**src/hdl/lkvc_pkg.sv**
```systemverilog
// Shared constants, codes and types of the LRU key/value cache.
package lkvc_pkg;

  localparam int unsigned CAPACITY = 64;
  localparam int unsigned KEY_W    = 20;
  localparam int unsigned VALUE_W  = 64;
  localparam int unsigned KIND_W   = 2;
  localparam int unsigned AGE_W    = (CAPACITY > 1) ? $clog2(CAPACITY) : 1;
  localparam int unsigned IDX_W    = (CAPACITY > 1) ? $clog2(CAPACITY) : 1;
  localparam int unsigned CNT_W    = $clog2(CAPACITY + 1);
  localparam int unsigned TAG_W    = KEY_W + AGE_W;

  typedef enum logic [KIND_W-1:0] {
    KIND_INSERT = 2'd0,
    KIND_LOOKUP = 2'd1,
    KIND_CLEAR  = 2'd2
  } kind_e;

  typedef struct packed {
    logic             valid;
    logic [KEY_W-1:0] key;
    logic [AGE_W-1:0] age;
    logic [KEY_W-1:0] ref_key;
    logic             have_best;
    logic [AGE_W-1:0] best_age;
    logic             bump_all;
    logic [AGE_W-1:0] thr_age;
  } ent_ctx_t;

  typedef struct packed {
    logic             match;
    logic             older;
    logic             is_free;
    logic             bump;
    logic [AGE_W-1:0] age_inc;
  } ent_flags_t;

endpackage

```
**src/hdl/lkvc_entry_unit.sv**
```systemverilog
// Shared per-entry compare and age unit used on every step of both scans.
module lkvc_entry_unit (
  input  lkvc_pkg::ent_ctx_t   ctx_i,
  output lkvc_pkg::ent_flags_t flags_o
);

  always_comb begin
    flags_o.match   = ctx_i.valid && (ctx_i.key == ctx_i.ref_key);
    flags_o.older   = ctx_i.valid && (!ctx_i.have_best || (ctx_i.age > ctx_i.best_age));
    flags_o.is_free = !ctx_i.valid;
    flags_o.bump    = ctx_i.valid && (ctx_i.bump_all || (ctx_i.age < ctx_i.thr_age));
    flags_o.age_inc = ctx_i.age + 1'b1;
  end

endmodule

```
**config.mk**
```make
export PLATFORM = sky130hd
export DESIGN_NAME = lkvc_entry_unit
export DESIGN_NICKNAME = d
export VERILOG_FILES = /design/src/hdl/lkvc_pkg.sv /design/src/hdl/lkvc_entry_unit.sv
export SDC_FILE = /design/constraint.sdc
export NUM_CORES = 1
export LEC_CHECK = 0
export BUFFER_PORTS_ARGS = -buffer_cell sky130_fd_sc_hd__buf_2
export CAP_MARGIN = 15
export CELL_PAD_IN_SITES_DETAIL_PLACEMENT = 0
export CELL_PAD_IN_SITES_GLOBAL_PLACEMENT = 1
export CORE_AREA = 5 5 62 64
export DETAILED_ROUTE_END_ITERATION = 8
export DIE_AREA = 0 0 67 69
export PLACE_DENSITY = 0.82
export SLEW_MARGIN = 20
export SYNTH_ARGS = -nofsm -noshare
export SYNTH_HDL_FRONTEND = slang
export SYNTH_SLANG_ARGS = --single-unit
```
**constraint.sdc**
```tcl
create_clock -name vclk -period 1.45
set_clock_uncertainty 0.1 [all_clocks]
set_input_delay 0.29 -clock vclk [all_inputs]
set_output_delay 0.29 -clock vclk [all_outputs]
set_load 0.02 [all_outputs]
```
==> results.cfg <==
[grt]
grt_max_degree = 5
grt_overflow = 0
track_usage = 0.0991
grt_pass1_wl_um = 3830
grtUsageMet1 = 0.111
grt_busiest_layer = met2
grt_pass1_vias = 899
antenna_found_initial = 0
grtUsageMet2 = 0.193
grt_util_met3 = 0.0227

[yosys]
synth_top_family_by_area = XOR/XNOR gates
synthesis.area_um2 = 582
yosys-top-cells-area = xor2_1, ha_1, xnor2_1, inv_1, nand4_1
yosys_warnings = 0
synth_compound_area_frac = 0.0817
syn_avg_cell_area_um2 = 7.56
synth_cells = 77
yosys.area_share.adder = 0.258
synth_mux_area_frac = 0
synth_xor_area_frac = 0.361
yosysSeqAreaShare = 0
netlist.area_leader.share = 0.271
synth-simple-area-share = 0.222
ys_types = 20
yosysTopAreaCell = xor2_1
synth_fp_nets = 150

[job]
maxCapViolCount = 0

[layout]
area_growth_pct = 164
nets = 237
utilization = 0.475
layout_common_cells = buf_2, xor2_1, buf_6, buf_4, ha_4
design.seq.count = 0
antenna_cells = 0
multiInputGateArea_um2 = 791
final_common_cell = buf_2
ff_latch_area_um2 = 0
nFillCells = 319
drive_above_1_share = 0.747
nClkBuffers = 0

[timing]
hold_viol = 0
finalCritPeriodShare = 1.35
setup_viol_count_final = 5
slew_violations = 0
fin_ws_ns = -0.507
whs_ns = 0.818
fmax_mhz = 511
rsz0062_at_grt = yes
finalCriticalPeriod_ns = 1.96
worst_pin_slew_ns = 0.356
slew_headroom = 0.760

[drt]
vias = 847
avgViaCountPerCell = 4.07
wl_per_cell_um = 12.8
drt_wl_total_um = 2660
first_iter_violations = 4
route.detailed.drc = 0
firstDrtPassIters = 2
ant_nets = 0

[min_path]
hold_end = flags_o[6]
hold_depth = 4
hold_class = input port to output pin
min_from = ctx_i[6]

[placement]
portBuffers = 71
routabilityCongestion = 0.799
hpwlAfterDp_um = 2230
dpl_worst_slack_ns = -0.543

[setup_path]
arrival_ns = 1.57
crit_path_end_kind = output pin
crit_type = input port to output pin
start_kind = input port
crit_fanout = 2
required_ns = 1.06

[power_and_ir_drop]
combPwrFrac = 1.000
ir_drop_mv = 0.157
internal-power_w = 0.000253
switching_power_w = 0.000196
total_leakage_power_nw = 0.727
power_density_mw_per_mm2 = 293
power.total_w = 0.000450
p_seq_frac = 0
p_clk_frac = 0
swShare = 0.437

[floorplan]
core-area_mm2 = 0.00323
die_h_um = 69
die_area_mm2 = 0.00462
ioPinCount = 71
start_util = 0.180
std_cell_rows = 21
die_w_um = 67

[clock_tree]
ctsHoldBuffers = 0

[run_status]
violations = setup timing
status = finished, violations left
-- metal layers --
layer / routed length (um) / share of wire
met3: 370 / 0.14
met1: 940 / 0.35
met5: 0 / 0
met4: 0 / 0
met2: 1350 / 0.51
-- cell usage after synthesis --
library cell,number
a21oi_1,3
and3_1,2
xor2_1,18
nand2b_1,1
nor4_2,1
o21ai_0,3
nor3_1,1
a221oi_1,1
nand3_1,2
nor2b_1,2
inv_1,12
nand4_1,3
and4_1,1
nand2_1,3
nor2_1,1
and3b_1,1
nor4_1,3
ha_1,12
xnor2_1,6
o41ai_1,1
-- cell type report --
cell class,count,area share
inverter,12,0.0473
tap,46,0.0375
timing repair buffer,85,0.400
multi-input combinational,65,0.515
-- critical path: stages --
cell      delay, ns
buf_8          0.10
ha_4           0.25
and4_4         0.22
o21ai_1        0.06
and3b_2        0.22
a221oi_4       0.27
buf_6          0.15
-- cells by family (layout without fill, tap and decap cells) --
group	count (synthesis)	in the layout
XOR/XNOR	24	24
AND/OR/NAND/NOR	21	21
AO/OA/AOI/OAI	8	8
buffers and inverters	12	97
adder cells (fa/ha/maj)	12	12
-- repair_timing --
action                                  CTS  global route
endpoints found under the setup margin    7             4
buffers inserted                          2             4
gates resized for setup                  38            22
pin swaps                                 9            15
-- power groups by stage --
| stage | Clock, W | Sequential (W) | Combinational, W |
|---|---|---|---|
| 3_3_place_gp | 0 | 0 | 0.000352 |
| 4_1_cts | 0 | 0 | 0.000417 |
| 5_1_grt | 0 | 0 | 0.000494 |
| 6_report | 0 | 0 | 0.000450 |
| 2_1_floorplan | 0 | 0 | 0.000184 |
| 3_5_place_dp | 0 | 0 | 0.000362 |
-- through the flow --
stage               cells  TNS, ns  area [um^2]
global placement      203    -1.61         1250
detailed placement    203    -1.73         1250
floorplan              77   -0.477          773
finish                208    -1.32         1530
CTS                   205    -1.17         1420
global route          208    -1.59         1530
-- worst max-delay path by stage --
stage              start    endpoint  slack (ns)  depth (start not counted)
2_1_floorplan  ctx_i[12]  flags_o[8]       -0.27                          6
6_report       ctx_i[38]  flags_o[8]       -0.51                          7
5_1_grt        ctx_i[38]  flags_o[8]       -0.57                          7
3_5_place_dp   ctx_i[12]  flags_o[8]       -0.54                          8
3_3_place_gp    ctx_i[9]  flags_o[8]       -0.50                          8
4_1_cts         ctx_i[9]  flags_o[8]       -0.52                          8
Note: power is estimated with default switching activity, not from simulation.
